**config.mk**
```make
export PLATFORM = sky130hd
export DESIGN_NAME = swk_queue
export DESIGN_NICKNAME = d
export VERILOG_FILES = /design/src/design/swk_pkg.sv /design/src/design/swk_queue.sv
export SDC_FILE = /design/constraint.sdc
export NUM_CORES = 1
export LEC_CHECK = 0
export BUFFER_PORTS_ARGS = -buffer_cell sky130_fd_sc_hd__buf_2
export CORE_MARGIN = 5
export CORE_UTILIZATION = 35
export DETAILED_ROUTE_END_ITERATION = 6
export PLACE_DENSITY = 0.64
export SLEW_MARGIN = 20
export SYNTH_ARGS = -nofsm -noshare
export SYNTH_HDL_FRONTEND = slang
export SYNTH_SLANG_ARGS = --single-unit
```
**constraint.sdc**
```tcl
create_clock -name i_clk -period 9.5 [get_ports i_clk]
set_input_delay 2.85 -clock i_clk [delete_from_list [all_inputs] [get_ports i_clk]]
set_output_delay 2.85 -clock i_clk [all_outputs]
set_load 0.005 [all_outputs]
```
**src/design/swk_pkg.sv**
```systemverilog
// Shared types, widths and constants for the swerve wheel kinematics block.
// Used by every module under design/; depends on nothing.
package swk_pkg;

    localparam int SAMPLE_BITS = 16;
    localparam int RATIO_BITS  = 15;
    localparam int RATIO_FRAC  = 14;
    localparam int AXIS_W      = 32;
    localparam int SQ_W        = 64;
    localparam int ROOT_W      = 32;
    localparam int REM_W       = ROOT_W + 2;
    localparam int SQRT_STEPS  = SQ_W / 2;
    localparam int CW          = 36;
    localparam int ANG_W       = 32;
    localparam int ANGLE_STEPS = 16;
    localparam int ANG_DLY     = SQRT_STEPS - ANGLE_STEPS;
    localparam int DIV_STEPS   = SAMPLE_BITS;
    localparam int NUM_W       = 48;
    localparam int QDEPTH      = 4;
    localparam int QPTR_W      = $clog2(QDEPTH);
    localparam int BACK_STAGES = 2 + SQRT_STEPS + 3 + DIV_STEPS + 1;
    localparam int CFG_IDX_W   = 8;
    localparam int CFG_DATA_W  = 16;

    localparam logic [RATIO_BITS-1:0] LENGTH_RESET = 15'd25588;
    localparam logic [RATIO_BITS-1:0] WIDTH_RESET  = 15'd20470;
    localparam logic [CFG_IDX_W-1:0]  CFG_LENGTH   = 8'd0;
    localparam logic [CFG_IDX_W-1:0]  CFG_WIDTH    = 8'd1;

    // Speed of one in the Q.29 magnitude scale.
    localparam logic [ROOT_W-1:0] MAG_ONE = 32'h2000_0000;

    localparam logic [ANG_W-1:0] ANG_QUARTER  = 32'h4000_0000;
    localparam logic [ANG_W-1:0] ANG_MQUARTER = 32'hC000_0000;

    // atan(2^-i) in 32-bit binary angle units.
    localparam logic [ANG_W-1:0] ATAN_TAB [0:31] = '{
        32'h20000000, 32'h12E4051E, 32'h09FB385B, 32'h051111D4,
        32'h028B0D43, 32'h0145D7E1, 32'h00A2F61E, 32'h00517C55,
        32'h0028BE53, 32'h00145F2F, 32'h000A2F98, 32'h000517CC,
        32'h00028BE6, 32'h000145F3, 32'h0000A2F9, 32'h0000517D,
        32'h000028BE, 32'h0000145F, 32'h00000A30, 32'h00000518,
        32'h0000028C, 32'h00000146, 32'h000000A3, 32'h00000051,
        32'h00000029, 32'h00000014, 32'h0000000A, 32'h00000005,
        32'h00000003, 32'h00000001, 32'h00000001, 32'h00000000
    };

    // The four mixed axes of one command, all in Q.29.
    typedef struct packed {
        logic signed [AXIS_W-1:0] a;
        logic signed [AXIS_W-1:0] b;
        logic signed [AXIS_W-1:0] c;
        logic signed [AXIS_W-1:0] d;
    } t_axes;

endpackage

```
**src/design/swk_queue.sv**
```systemverilog
// Short queue between the front end and the wheel datapath.
// Depends on swk_pkg.
module swk_queue (
    input  logic           i_clk,
    input  logic           i_rst_n,
    input  logic           i_push,
    input  swk_pkg::t_axes i_data,
    input  logic           i_pop,
    output swk_pkg::t_axes o_data,
    output logic           o_empty,
    output logic           o_full
);
    swk_pkg::t_axes r_mem [swk_pkg::QDEPTH];
    logic [swk_pkg::QPTR_W-1:0] r_wr, r_rd;
    logic [swk_pkg::QPTR_W:0]   r_cnt;

    assign o_data  = r_mem[r_rd];
    assign o_empty = (r_cnt == '0);
    assign o_full  = (r_cnt == (swk_pkg::QPTR_W+1)'(swk_pkg::QDEPTH));

    always_ff @(posedge i_clk) begin
        if (!i_rst_n) begin
            r_wr  <= '0;
            r_rd  <= '0;
            r_cnt <= '0;
        end else begin
            if (i_push) begin
                r_wr <= r_wr + 1'b1;
            end
            if (i_pop) begin
                r_rd <= r_rd + 1'b1;
            end
            if (i_push && !i_pop) begin
                r_cnt <= r_cnt + 1'b1;
            end else if (i_pop && !i_push) begin
                r_cnt <= r_cnt - 1'b1;
            end
        end
    end

    always_ff @(posedge i_clk) begin
        if (i_push) begin
            r_mem[r_wr] <= i_data;
        end
    end
endmodule

```
Word level (Yosys, flattened, before mapping)
Memory sizes are Yosys's and may differ from the RTL's. A register that Yosys moved wholly into a read port is not among the register bits.
Index checks and enable logic that the tools add are counted.
Storage, ports and cells
  register bits after elaboration: 7
  RAM bits: 512
  bits of input ports: 132
  output and inout port bits: 130
  word-level logic and storage cells: 21
  memories: 1
Cells by class
  $add $sub $neg: 4
  equal/unequal tests: 1
  multiplexer cells: 6
  reduce and logical (&&, ||, !) cells: 6
Memory list
  r_mem: depth 4, width 128, rd ports 1, clocked after memory_dff 1, wr ports 1, RTL line swk_queue.sv:13  | swk_pkg::t_axes r_mem [swk_pkg::QDEPTH];
Operators by type and width (count)
  $mux 3: 2
  $add 2x1->2 const B: 2
  $mux 2: 2
  $add 3x1->3 const B: 1
  $eq 3x3->1 const B: 1
  $logic_not 3->1: 1
  $sub 3x1->3 const B: 1
  $logic_and 1x1->1: 2
  $logic_not 1->1: 2
  $mux 1: 2
  $reduce_bool 2->1: 1

Depth between registers and ports, before layout
  word-level depth: 4
  depth in mapped cells: 7
  mapped depth without buffers: 7

Least setup slack after synthesis
Ideal clock, no wire load.
  kind: input port to flip-flop
  start point: in i_push
  end point: mem r_mem[0][0] in the netlist's numbering, enable pin
  library setup time: 502 ps
  arrival time: 5783 ps
  data required time: 8998 ps
  setup slack: 3215 ps
  stages on the path: 1
  path buffers: 0
  cells stage by stage: and2_1
Between the ends
  cells in the longest elaborated chain, start to end: 2
RTL lines
  start, declared: RTL line swk_queue.sv:6  | input logic i_push,
  $mux 1: RTL line swk_queue.sv:42  | if (i_push) begin
  $mux 1 (implied by the code): RTL line swk_queue.sv:43  | r_mem[r_wr] <= i_data;
  end, declared: RTL line swk_queue.sv:13
No other way between the ends.

==> impl_metrics.json <==
{
  "power.leakage_uw": 0.007560,
  "port_buffers": 261,
  "yosys_warnings": 0,
  "cts_buffer_depth": 3,
  "drt_wl_total_um": 36590,
  "powerDensity_nw_per_um2": 226.0,
  "cts_setup_buffers": 0,
  "cp_max_fo": 85,
  "ys_seq_elements": 521,
  "fp-row-count": 85,
  "cp_cell_sequence": "buf_12 > mux4_2 > buf_2",
  "crit_path_end_kind": "output port",
  "hold_viol": 0,
  "critPathMaxStageDelay_ns": 0.94,
  "status": "completed",
  "grt_max_degree": 86,
  "cp_num_buf_inv": 2,
  "syn2layout_area_growth_pct": 19.65,
  "maxCapViolations": 0,
  "rrSetupSlack_ns": 6.85,
  "crit_path_start_kind": "register",
  "setup_tns_ns": 0,
  "cts-root-buf": "clkbuf_16",
  "htree_levels": 2,
  "power_uw": 5142,
  "wire_per_inst_um": 20.80,
  "die_w_um": 243.1,
  "cpLargestDelayFamily": "flip-flops",
  "grt_usage_pct": 12.20,
  "crit_required_ns": 6.65,
  "grt_pass1_wl_um": 55920,
  "die_h_um": 243.1,
  "hold_buffers": 0,
  "syn_nets": 849,
  "start_util_pct": 35.34,
  "grt-ovfl-total": 0,
  "cts_resized": 0,
  "fin_cells": 1759,
  "hold_path.class": "reg -> reg",
  "via_count": 8422,
  "rsz0062_at_grt": "no",
  "fmax_ghz": 0.1692,
  "drt_first_pass_iters": 4,
  "path_class": "reg -> out",
  "clk_pin_slew_ns": 0.06,
  "grt_pass1_vias": 8962,
  "layout_min_cycle_time_ns": 5.912,
  "hpwl_um": 21520,
  "clock_latency_ns": 0.58,
  "most-common-layout-cells": "512 x edfxtp_1, 261 x buf_2, 128 x mux4_2",
  "final_common_cell": "edfxtp_1",
  "cts_num_sinks": 521,
  "core_sq_um": 53810,
  "netlist_area_sq_um": 19020,
  "drive_gt1_share_pct": 46.12,
  "critPathSlowestCell": "dfxtp_4",
  "io_pins": 262,
  "cp.arrival_ns": 3.06,
  "gp_congestion": 0.6838,
  "finalSetupViolations": 0,
  "antenna_found_initial": 7,
  "die_area_sq_um": 59100,
  "nets": 1149,
  "ys_seq_area_share_pct": 81.79,
  "synthCells": 711,
  "drc": 0,
  "finClkSkew_ns": 0.01035,
  "ys_types": 21,
  "fin_crit_sh_pct": 62.23,
  "final_max_slew_viol_count": 0,
  "slew_headroom_pct": 28.79,
  "fillers": 4630,
  "fin_util_pct": 42.28,
  "tritoncts": "yes",
  "cts-buffers-inserted": 54,
  "avgSynthCellArea_sq_um": 26.75,
  "ir_drop_mv": 0.1362,
  "place_inst": 1651,
  "vias_per_cell": 4.788,
  "drtAntennaViolNets": 0,
  "tightest_slew_ns": 1.068,
  "drtIter0Drc": 559
}
==> final timing paths <==
kind / to / depth (start not counted) / from
max: o_data[74] / 3 / register
min: r_cnt[2] / 2 / r_cnt[2]
max reg2reg: r_mem[1][125] / 4 / r_wr[1]
min reg2reg: r_cnt[2] / 2 / r_cnt[2]
==> flip-flops by register name, indices dropped and copies added (netlist names), named ones only <==
name   cells
r_cnt      3
r_mem    512
r_rd       2
r_wr       2
==> metal layers <==
metal	share of wire, %	global-route usage, %	wire length (um)
met1	41	15.72	14870
met4	1.9	3.304	682
met5	0.14	0	50
met2	51	20.20	18550
met3	6.6	3.839	2433
==> through the flow <==
stage,hold WS [ns],cell area (sq um),setup WS [ns]
final,0.5263,22750,3.588
after global routing,0.5586,22740,3.242
after CTS,0.5284,22740,3.387
after detailed placement,0.5200,20990,4.031
after global placement,0.4857,20990,4.023
after floorplan,0.4724,19020,3.215
==> logic make-up after synthesis <==
family | after synthesis | share of synthesized area [%]
buf+inv | 32 | 1.730
compound gates | 2 | 0.06578
simple gates | 15 | 0.4803
xor+xnor | 5 | 0.2303
flops | 521 | 81.79
mux | 130 | 15.26
fa+ha+maj | 6 | 0.4342
==> report_power, final <==
group | internal (uW) | switching, uW
Sequential | 2640 | 36.1
Combinational | 211 | 218
Clock | 1200 | 836
==> synth_stat cells <==
| library cell | number | share of area (%) |
|---|---|---|
| edfxtp_1 | 512 | 81 |
| clkbuf_1 | 1 | 0.020 |
| buf_2 | 13 | 0.34 |
| fa_1 | 1 | 0.11 |
| buf_12 | 10 | 1.1 |
| nor2b_1 | 2 | 0.066 |
| mux2i_1 | 2 | 0.11 |
| inv_1 | 4 | 0.079 |
| dfxtp_1 | 9 | 0.95 |
| a21boi_0 | 1 | 0.039 |
| and2_1 | 9 | 0.30 |
| o21ai_0 | 1 | 0.026 |
| xnor2_1 | 2 | 0.092 |
| xor2_1 | 3 | 0.14 |
| buf_6 | 4 | 0.24 |
| nand2_1 | 1 | 0.020 |
| or3_1 | 1 | 0.033 |
| ha_1 | 5 | 0.33 |
| nor3_1 | 1 | 0.026 |
| mux4_2 | 128 | 15 |
| nor3b_1 | 1 | 0.039 |
==> cell type report <==
cell class              count  area [sq um]  area share [%]
diodes                      7         17.52         0.07699
clock buffers              72          1513           6.648
clock inverters            29         230.2           1.012
inverters                   4         15.01         0.06599
multi-input cells         158          3143           13.81
flip-flops and latches    521         15560           68.40
well taps                 696         870.8           3.827
repair buffers            272          1401           6.159
==> worst register-to-register path, delay by kind of cell (launching register included) <==
| family | cells | cell delay [ns] |
|---|---|---|
| DFF | 1 | 0.34 |
| and+or+nand+nor | 1 | 0.68 |
| adders and majority gates | 1 | 0.14 |
| buffers and inverters | 2 | 1.00 |
Power figures use the tool's default switching activity.
