$ cat src/design/swk_pkg.sv
// Shared types, widths and constants for the swerve wheel kinematics block.
// Used by every module under design/; depends on nothing.
package swk_pkg;

    localparam int SAMPLE_BITS = 16;
    localparam int RATIO_BITS  = 15;
    localparam int RATIO_FRAC  = 14;
    localparam int AXIS_W      = 32;
    localparam int SQ_W        = 64;
    localparam int ROOT_W      = 32;
    localparam int REM_W       = ROOT_W + 2;
    localparam int SQRT_STEPS  = SQ_W / 2;
    localparam int CW          = 36;
    localparam int ANG_W       = 32;
    localparam int ANGLE_STEPS = 16;
    localparam int ANG_DLY     = SQRT_STEPS - ANGLE_STEPS;
    localparam int DIV_STEPS   = SAMPLE_BITS;
    localparam int NUM_W       = 48;
    localparam int QDEPTH      = 4;
    localparam int QPTR_W      = $clog2(QDEPTH);
    localparam int BACK_STAGES = 2 + SQRT_STEPS + 3 + DIV_STEPS + 1;
    localparam int CFG_IDX_W   = 8;
    localparam int CFG_DATA_W  = 16;

    localparam logic [RATIO_BITS-1:0] LENGTH_RESET = 15'd25588;
    localparam logic [RATIO_BITS-1:0] WIDTH_RESET  = 15'd20470;
    localparam logic [CFG_IDX_W-1:0]  CFG_LENGTH   = 8'd0;
    localparam logic [CFG_IDX_W-1:0]  CFG_WIDTH    = 8'd1;

    // Speed of one in the Q.29 magnitude scale.
    localparam logic [ROOT_W-1:0] MAG_ONE = 32'h2000_0000;

    localparam logic [ANG_W-1:0] ANG_QUARTER  = 32'h4000_0000;
    localparam logic [ANG_W-1:0] ANG_MQUARTER = 32'hC000_0000;

    // atan(2^-i) in 32-bit binary angle units.
    localparam logic [ANG_W-1:0] ATAN_TAB [0:31] = '{
        32'h20000000, 32'h12E4051E, 32'h09FB385B, 32'h051111D4,
        32'h028B0D43, 32'h0145D7E1, 32'h00A2F61E, 32'h00517C55,
        32'h0028BE53, 32'h00145F2F, 32'h000A2F98, 32'h000517CC,
        32'h00028BE6, 32'h000145F3, 32'h0000A2F9, 32'h0000517D,
        32'h000028BE, 32'h0000145F, 32'h00000A30, 32'h00000518,
        32'h0000028C, 32'h00000146, 32'h000000A3, 32'h00000051,
        32'h00000029, 32'h00000014, 32'h0000000A, 32'h00000005,
        32'h00000003, 32'h00000001, 32'h00000001, 32'h00000000
    };

    // The four mixed axes of one command, all in Q.29.
    typedef struct packed {
        logic signed [AXIS_W-1:0] a;
        logic signed [AXIS_W-1:0] b;
        logic signed [AXIS_W-1:0] c;
        logic signed [AXIS_W-1:0] d;
    } t_axes;

endpackage

$ cat src/design/swk_front.sv
// Front end: accepts a drive command and forms the four mixed axes.
// Depends on swk_pkg.
module swk_front (
    input  logic                                 i_valid,
    input  logic                                 i_queue_full,
    input  logic signed [swk_pkg::SAMPLE_BITS-1:0] i_rotation,
    input  logic signed [swk_pkg::SAMPLE_BITS-1:0] i_strafe_x,
    input  logic signed [swk_pkg::SAMPLE_BITS-1:0] i_forward_y,
    input  logic [swk_pkg::RATIO_BITS-1:0]       i_length_ratio,
    input  logic [swk_pkg::RATIO_BITS-1:0]       i_width_ratio,
    output logic                                 o_ready,
    output logic                                 o_push,
    output swk_pkg::t_axes                       o_axes
);
    logic signed [swk_pkg::AXIS_W-1:0] w_rl, w_rw, w_x, w_y;

    assign o_ready = !i_queue_full;
    assign o_push  = i_valid && !i_queue_full;

    // Ratios are unsigned, so they enter the product with a zero sign bit.
    assign w_rl = i_rotation * $signed({1'b0, i_length_ratio});
    assign w_rw = i_rotation * $signed({1'b0, i_width_ratio});
    assign w_x  = swk_pkg::AXIS_W'(i_strafe_x)  <<< swk_pkg::RATIO_FRAC;
    assign w_y  = swk_pkg::AXIS_W'(i_forward_y) <<< swk_pkg::RATIO_FRAC;

    assign o_axes.a = w_x - w_rl;
    assign o_axes.b = w_x + w_rl;
    assign o_axes.c = w_y - w_rw;
    assign o_axes.d = w_y + w_rw;
endmodule

$ cat config.mk
export PLATFORM = sky130hd
export DESIGN_NAME = swk_front
export DESIGN_NICKNAME = d
export VERILOG_FILES = /design/src/design/swk_pkg.sv /design/src/design/swk_front.sv
export SDC_FILE = /design/constraint.sdc
export NUM_CORES = 1
export LEC_CHECK = 0
export ABC_AREA = 1
export ABC_CLOCK_PERIOD_IN_PS = 24000
export BUFFER_PORTS_ARGS = -buffer_cell sky130_fd_sc_hd__buf_2
export CORE_ASPECT_RATIO = 2
export CORE_MARGIN = 2
export CORE_UTILIZATION = 56
export DETAILED_ROUTE_END_ITERATION = 16
export GPL_TIMING_DRIVEN = 0
export PLACE_DENSITY = 0.73
export SYNTH_ARGS = -nofsm -noshare
export SYNTH_HDL_FRONTEND = slang
export SYNTH_SLANG_ARGS = --single-unit
$ cat constraint.sdc
create_clock -name vclk -period 24
set_input_delay 4.8 -clock vclk [all_inputs]
set_output_delay 4.8 -clock vclk [all_outputs]
set_load 0.01 [all_outputs]
# --- After elaboration in Yosys (flattened, before gate mapping) ---
# Cells that the tools add are included.
op_classes:
  n_reduce_logical: 2
  mul: 2
  n_addsub: 4
op_table:
  columns: ["operator", "n"]
  rows:
  - ["$add 30x32->32", 2]
  - ["$mul 16x16->32", 2]
  - ["$sub 30x32->32", 2]
  - ["$logic_and 1x1->1", 1]
  - ["$logic_not 1->1", 1]
word_totals:
  out_inout_bits: 130
  in_bits: 80
  reg_bits: 0
  wordCells: 8

# --- Depth between registers and ports, before layout ---
# Gate-level depths: netlist of run 1.
logic_depth:
  ltp_word: 2
  depth_mapped: 42
  depth_no_buf: 40

# --- Worst setup path before layout of run 1 ---
# No wires, ideal clock.
synth_timing:
  path_type: "input to output"
  start: "input port i_length_ratio[2] in the netlist's numbering"
  end: "output port o_axes[95] in the netlist's numbering"
  path_slack_ns: 7.662
  path_buffers: 2
  cell_stages: 29
  arrival_ns: 11.538
  required_ns: 19.200
  cell_sequence: "clkbuf_1 clkbuf_1 nand2_1 fa_1 fa_1 inv_1 fa_1 fa_1 fa_1 inv_1 fa_1 inv_1 ha_1 nand2_1 inv_1 a21oi_1 nor2_1 nor2_1 nand3_1 a21o_1 or2_2 nand2_1 inv_1 ha_1 inv_1 nor3_1 nand2_1 o311ai_0 xor2_1"
synth_rtl:
  columns: ["element", "line_no", "source"]
  rows:
  - ["from (decl)", "swk_front.sv:9", "input logic [swk_pkg::RATIO_BITS-1:0] i_length_ratio,"]
  - ["to (decl)", "swk_front.sv:13", "output swk_pkg::t_axes o_axes"]

==> reports/metrics.yaml, run 1 <==
cpPeakStageDelay_ns: 0.57
cp_max_fo: 10
place.detailed.hpwl_mm: 66.7
antenna_found_initial: 1
first_pass_iters: 6
nets: 4580
vias: 22800
crit_start: "i_length_ratio[2]"
layout-drive-gt1-share: 0.0612
synth_top_family_by_area: "adder cells"
synth_top_area_share: 0.391
cpMostUsedCell: "nand2_1"
gp_congestion: 0.973
synthTopCellsByArea: "fa_1, inv_1, nand2_1"
n_antenna_cell: 0
yosysWarnings: 0
io_pins: 210
grt_usage: 0.328
avgRoutedWirePerCell_microns: 17.4
hold_start: "i_queue_full"
min_period_over_period: 0.750
fillers: 4355
cts_resized: 0
dieArea_sq_um: 47000
worst_ep_required_time_ns: 19.20
setup_viol: 0
synth_commonest_cells: "inv_1, nand2_1, fa_1, ha_1, nor2_1"
max_freq_ghz: 0.0555
hold_slack_ns: 9.84
synth.distinct_cells: 51
fin_setup_tns_ns: 0
area_delta_synth_final_pct: 6.04
rsz0062_at_grt: "false"
clock_buffer_count: 0
yosys.area_share.simple: 0.210
post-cts-setup-buffers: 0
synthAdderAreaFrac: 0.512
grt_pass1_vias: 23300
grt_pass1_wl_mm: 122
hold_class: "in -> out"
grt_max_degree: 11
design.seq.count: 0
path_class: "in -> out"
final_antenna_net_count: 0
vias_per_cell: 5.27
ctsHoldBuffers: 0
slew_violations: 0
synth_compound_area_frac: 0.0599
crit_path_end_kind: "output pin"
critPathSlowestCell: "fa_1"
synth_area_per_cell_sq_um: 7.03
yosys.area.top_type: "fa_1"
synth-xor-area-share: 0.0387
critPathArrivalTime_ns: 13.21
wl_mm: 75.2
fp.dieW_microns: 154
synth_most_common_cell: "inv_1"
hold-path-endpoint: "o_ready"
tightest_slew_ns: 1.15
drt_iter0_markers: 1743
synth_area_sq_um: 25300
io_buffers: 165
coreArea_sq_um: 44700
drcViolationCount: 0
ys_seq_area_frac: 0
syn_nets: 4413
multi_input_area_sq_um: 20800
status: "finished, final reports clean"
whs_path_depth: 3
seqCellArea_sq_um: 0
hold_viol: 0
syn_inst: 3595
overflow: 0
startpoint_type: "input pin"
synthMuxAreaShare: 0
initial_utilization: 0.565
die_h_microns: 304
fin_crit_ns: 18.01
cap_violations: 0
rows: 110
relSlewSlack: 0.230
[critical path, delay by kind of cell]
kind / cells / cell delay (ns)
compound gates: 1 / 0.34
xor+xnor: 1 / 0.41
simple gates: 15 / 2.15
fa+ha+maj: 8 / 3.78
buf+inv: 11 / 1.68
[logic make-up after synthesis]
group | count (synthesis)
AOI/OAI and AO/OA | 265
adders and majority gates | 738
and+or+nand+nor | 1283
xor gates and xnor gates | 107
buffers and inverters | 1202
[through the flow]
stage	utilization	area, sq um	setup slack [ns]	cells
floorplan	-	25300	7.66	3595
global placement	0.599	26800	6.16	4320
detailed placement	0.599	26800	6.17	4320
CTS	0.599	26800	6.11	4320
global route	0.599	26800	5.61	4320
finish	0.599	26800	5.99	4320
[final cells by class]
class | count | area share
Multi-Input combinational cell | 2393 | 0.774
Buffer | 125 | 0.0181
Inverter | 1077 | 0.151
Timing Repair Buffer | 165 | 0.0308
Tap cell | 560 | 0.0261
[worst max-delay path by stage]
stage / to / slack, ns / depth (start not counted)
floorplan: o_axes[95] / 7.66 / 29
global placement: o_axes[126] / 6.16 / 36
detailed placement: o_axes[126] / 6.17 / 36
CTS: o_axes[126] / 6.11 / 36
global route: o_axes[63] / 5.61 / 31
finish: o_axes[126] / 5.99 / 36
[layer usage]
metal,vias to the layer above,track usage,part of all wire
met5,-,0,0.000093
met4,2,0.108,0.042
met3,166,0.0401,0.077
met2,932,0.562,0.48
met1,10900,0.431,0.40
li1,10700,-,-
[cell usage in the layout, fill, tap and decap left out, drive strengths merged, types with 2 or more instances in the layout]
cell | Yosys | routed
xor2 | 81 | 81
o31ai | 6 | 6
inv | 1076 | 1076
a221oi | 8 | 8
nor3 | 33 | 33
fa | 494 | 494
o21bai | 10 | 10
nand3b | 16 | 16
o21ai | 67 | 67
clkbuf | 115 | 115
nor2 | 181 | 181
a211oi | 4 | 4
o221ai | 2 | 2
buf | 10 | 175
o21a | 6 | 6
a21oi | 133 | 133
and2 | 2 | 2
nand3 | 101 | 101
xnor2 | 26 | 26
or2 | 5 | 5
nand4 | 29 | 29
a21boi | 3 | 3
a21o | 10 | 10
ha | 244 | 244
nor4 | 5 | 5
nand2 | 910 | 910
a31oi | 7 | 7
o2111ai | 2 | 2
o211ai | 3 | 3
Power of run 1 is not shown: default switching activity piles up to over one toggle a cycle in this logic, so the estimate is an artifact.
==> inputs of run 2 (changes only) <==
--- a/config.mk
+++ b/config.mk
@@ -6,14 +6,14 @@
 export NUM_CORES = 1
 export LEC_CHECK = 0
 export ABC_AREA = 1
-export ABC_CLOCK_PERIOD_IN_PS = 24000
+export ABC_CLOCK_PERIOD_IN_PS = 15100
 export BUFFER_PORTS_ARGS = -buffer_cell sky130_fd_sc_hd__buf_2
 export CORE_ASPECT_RATIO = 2
 export CORE_MARGIN = 2
 export CORE_UTILIZATION = 56
 export DETAILED_ROUTE_END_ITERATION = 16
 export GPL_TIMING_DRIVEN = 0
-export PLACE_DENSITY = 0.73
+export PLACE_DENSITY = 0.76
 export SYNTH_ARGS = -nofsm -noshare
 export SYNTH_HDL_FRONTEND = slang
 export SYNTH_SLANG_ARGS = --single-unit
==> constraint.sdc (replaced) <==
create_clock -name vclk -period 15.1
set_input_delay 3.02 -clock vclk [all_inputs]
set_output_delay 3.02 -clock vclk [all_outputs]
set_load 0.01 [all_outputs]
==> run 2 against run 1 <==
Clock-buffer cell count did not move. Global-route usage fell by 0.36 points. Routed wire length fell by 1.7%. Via count barely moved. Setup slack got worse by 5.4 ns. Hold slack got worse by 3.6 ns. Final area did not move. Cell count did not move. Die area did not move. Sequential share of layout area did not move. Utilization did not move.
==> reports/metrics.yaml, run 2 (synthesis gave the netlist of run 1 again) <==
max_freq_ghz: 0.0689
vias: 22800  # +0.053%
cp_max_fo: 10  # unchanged
grt_pass1_wl_mm: 121  # -0.99%
ctsHoldBuffers: 0  # unchanged
clock_buffer_count: 0  # unchanged
grt_usage: 0.324  # -0.00365
instances_no_fill: 4320  # unchanged
design.seq.count: 0  # unchanged
grt_busiest_layer: "met2"
coreArea_sq_um: 44700  # unchanged
area_delta_synth_final_pct: 6.04  # unchanged
setup_viol: 0  # unchanged
fp.dieW_microns: 154  # unchanged
io_pins: 210  # unchanged
crit_buf_inv: 8  # -3
nets: 4580  # unchanged
grt_max_degree: 11  # unchanged
antenna_found_initial: 0  # -1
critPathArrivalTime_ns: 11.50  # -1.71 ns
grt_use_met1: 0.431  # about the same
hold_class: "in -> out"
place_area_sq_um: 26800  # unchanged
gp_congestion: 1.00  # +3.1%
status: "finished, final reports clean"
drcViolationCount: 0  # unchanged
hold_viol: 0  # unchanged
rows: 110  # unchanged
fillers: 4194  # -3.7%
place_inst: 4320  # unchanged
min_period_over_period: 0.961
grtUsageMet2: 0.554  # -0.00803
startpoint_type: "input pin"
critPathSlowestCell: "fa_1"
multi_input_area_sq_um: 20800  # unchanged
worst_ep_required_time_ns: 12.08  # -7.12 ns
crit_family: "adder cells"
vias_per_cell: 5.27  # about the same
grt_pass1_vias: 23300  # +0.039%
cpPeakStageDelay_ns: 0.80  # +0.23 ns
cap_violations: 0  # unchanged
final_antenna_net_count: 0  # unchanged
dieArea_sq_um: 47000  # unchanged
initial_utilization: 0.565  # unchanged
rsz0062_at_grt: "false"
layout-drive-gt1-share: 0.0612  # unchanged
n_antenna_cell: 0  # unchanged
first_pass_iters: 7  # +1
seqCellArea_sq_um: 0  # unchanged
relSlewSlack: 0.251  # +0.0210
slew_violations: 0  # unchanged
io_buffers: 165  # unchanged
die_h_microns: 304  # unchanged
fin_setup_tns_ns: 0  # unchanged
cts_resized: 0  # unchanged
crit_path_end_kind: "output pin"
avgRoutedWirePerCell_microns: 17.1  # -1.7%
post-cts-setup-buffers: 0  # unchanged
wl_mm: 73.9  # -1.7%
cpMostUsedCell: "fa_1"
tightest_slew_ns: 1.12  # -0.0316 ns
drt_iter0_markers: 1570  # -9.9%
fin_crit_ns: 14.52
grt_util_met3: 0.0429  # +0.00284
place.detailed.hpwl_mm: 65.4  # -2.0%
layout.cells.most_common_list: "inv_1, nand2_1, fa_1"
overflow: 0  # unchanged
fin_area_sq_um: 26800  # unchanged
path_class: "in -> out"
final_common_cell: "inv_1"
[run 2: layer usage]
metal / routed length, microns / vias to the layer above / share of wire
met2: 35700 / 963 / 0.48
met5: 0 / - / 0
met3: 5810 / 170 / 0.079
met4: 2880 / 0 / 0.039
li1: - / 10700 / -
met1: 29500 / 10900 / 0.40
[run 2: cell type report]
| cell class | instances | area share |
|---|---|---|
| Multi-Input combinational cell | 2393 | 0.774 |
| Tap cell | 560 | 0.0261 |
| Inverter | 1077 | 0.151 |
| Buffer | 125 | 0.0181 |
| Timing Repair Buffer | 165 | 0.0308 |
[run 2: worst paths after layout]
path	cells past startpoint	start	to	slack [ns]
hold / removal	3	i_queue_full	o_ready	6.28
setup / recovery	29	i_rotation[15]	o_axes[63]	0.58
[run 2: metrics by stage]
step | util | setup WS (ns) | hold slack, ns
6_report | 0.599 | 0.584 | 6.28
5_1_grt | 0.599 | 0.105 | 6.30
4_1_cts | 0.599 | 0.684 | 6.28
3_5_place_dp | 0.599 | 0.719 | 6.28
3_3_place_gp | 0.599 | 0.731 | 6.28
2_1_floorplan | - | 2.32 | 6.08
Power of run 2 is left out for the same reason.
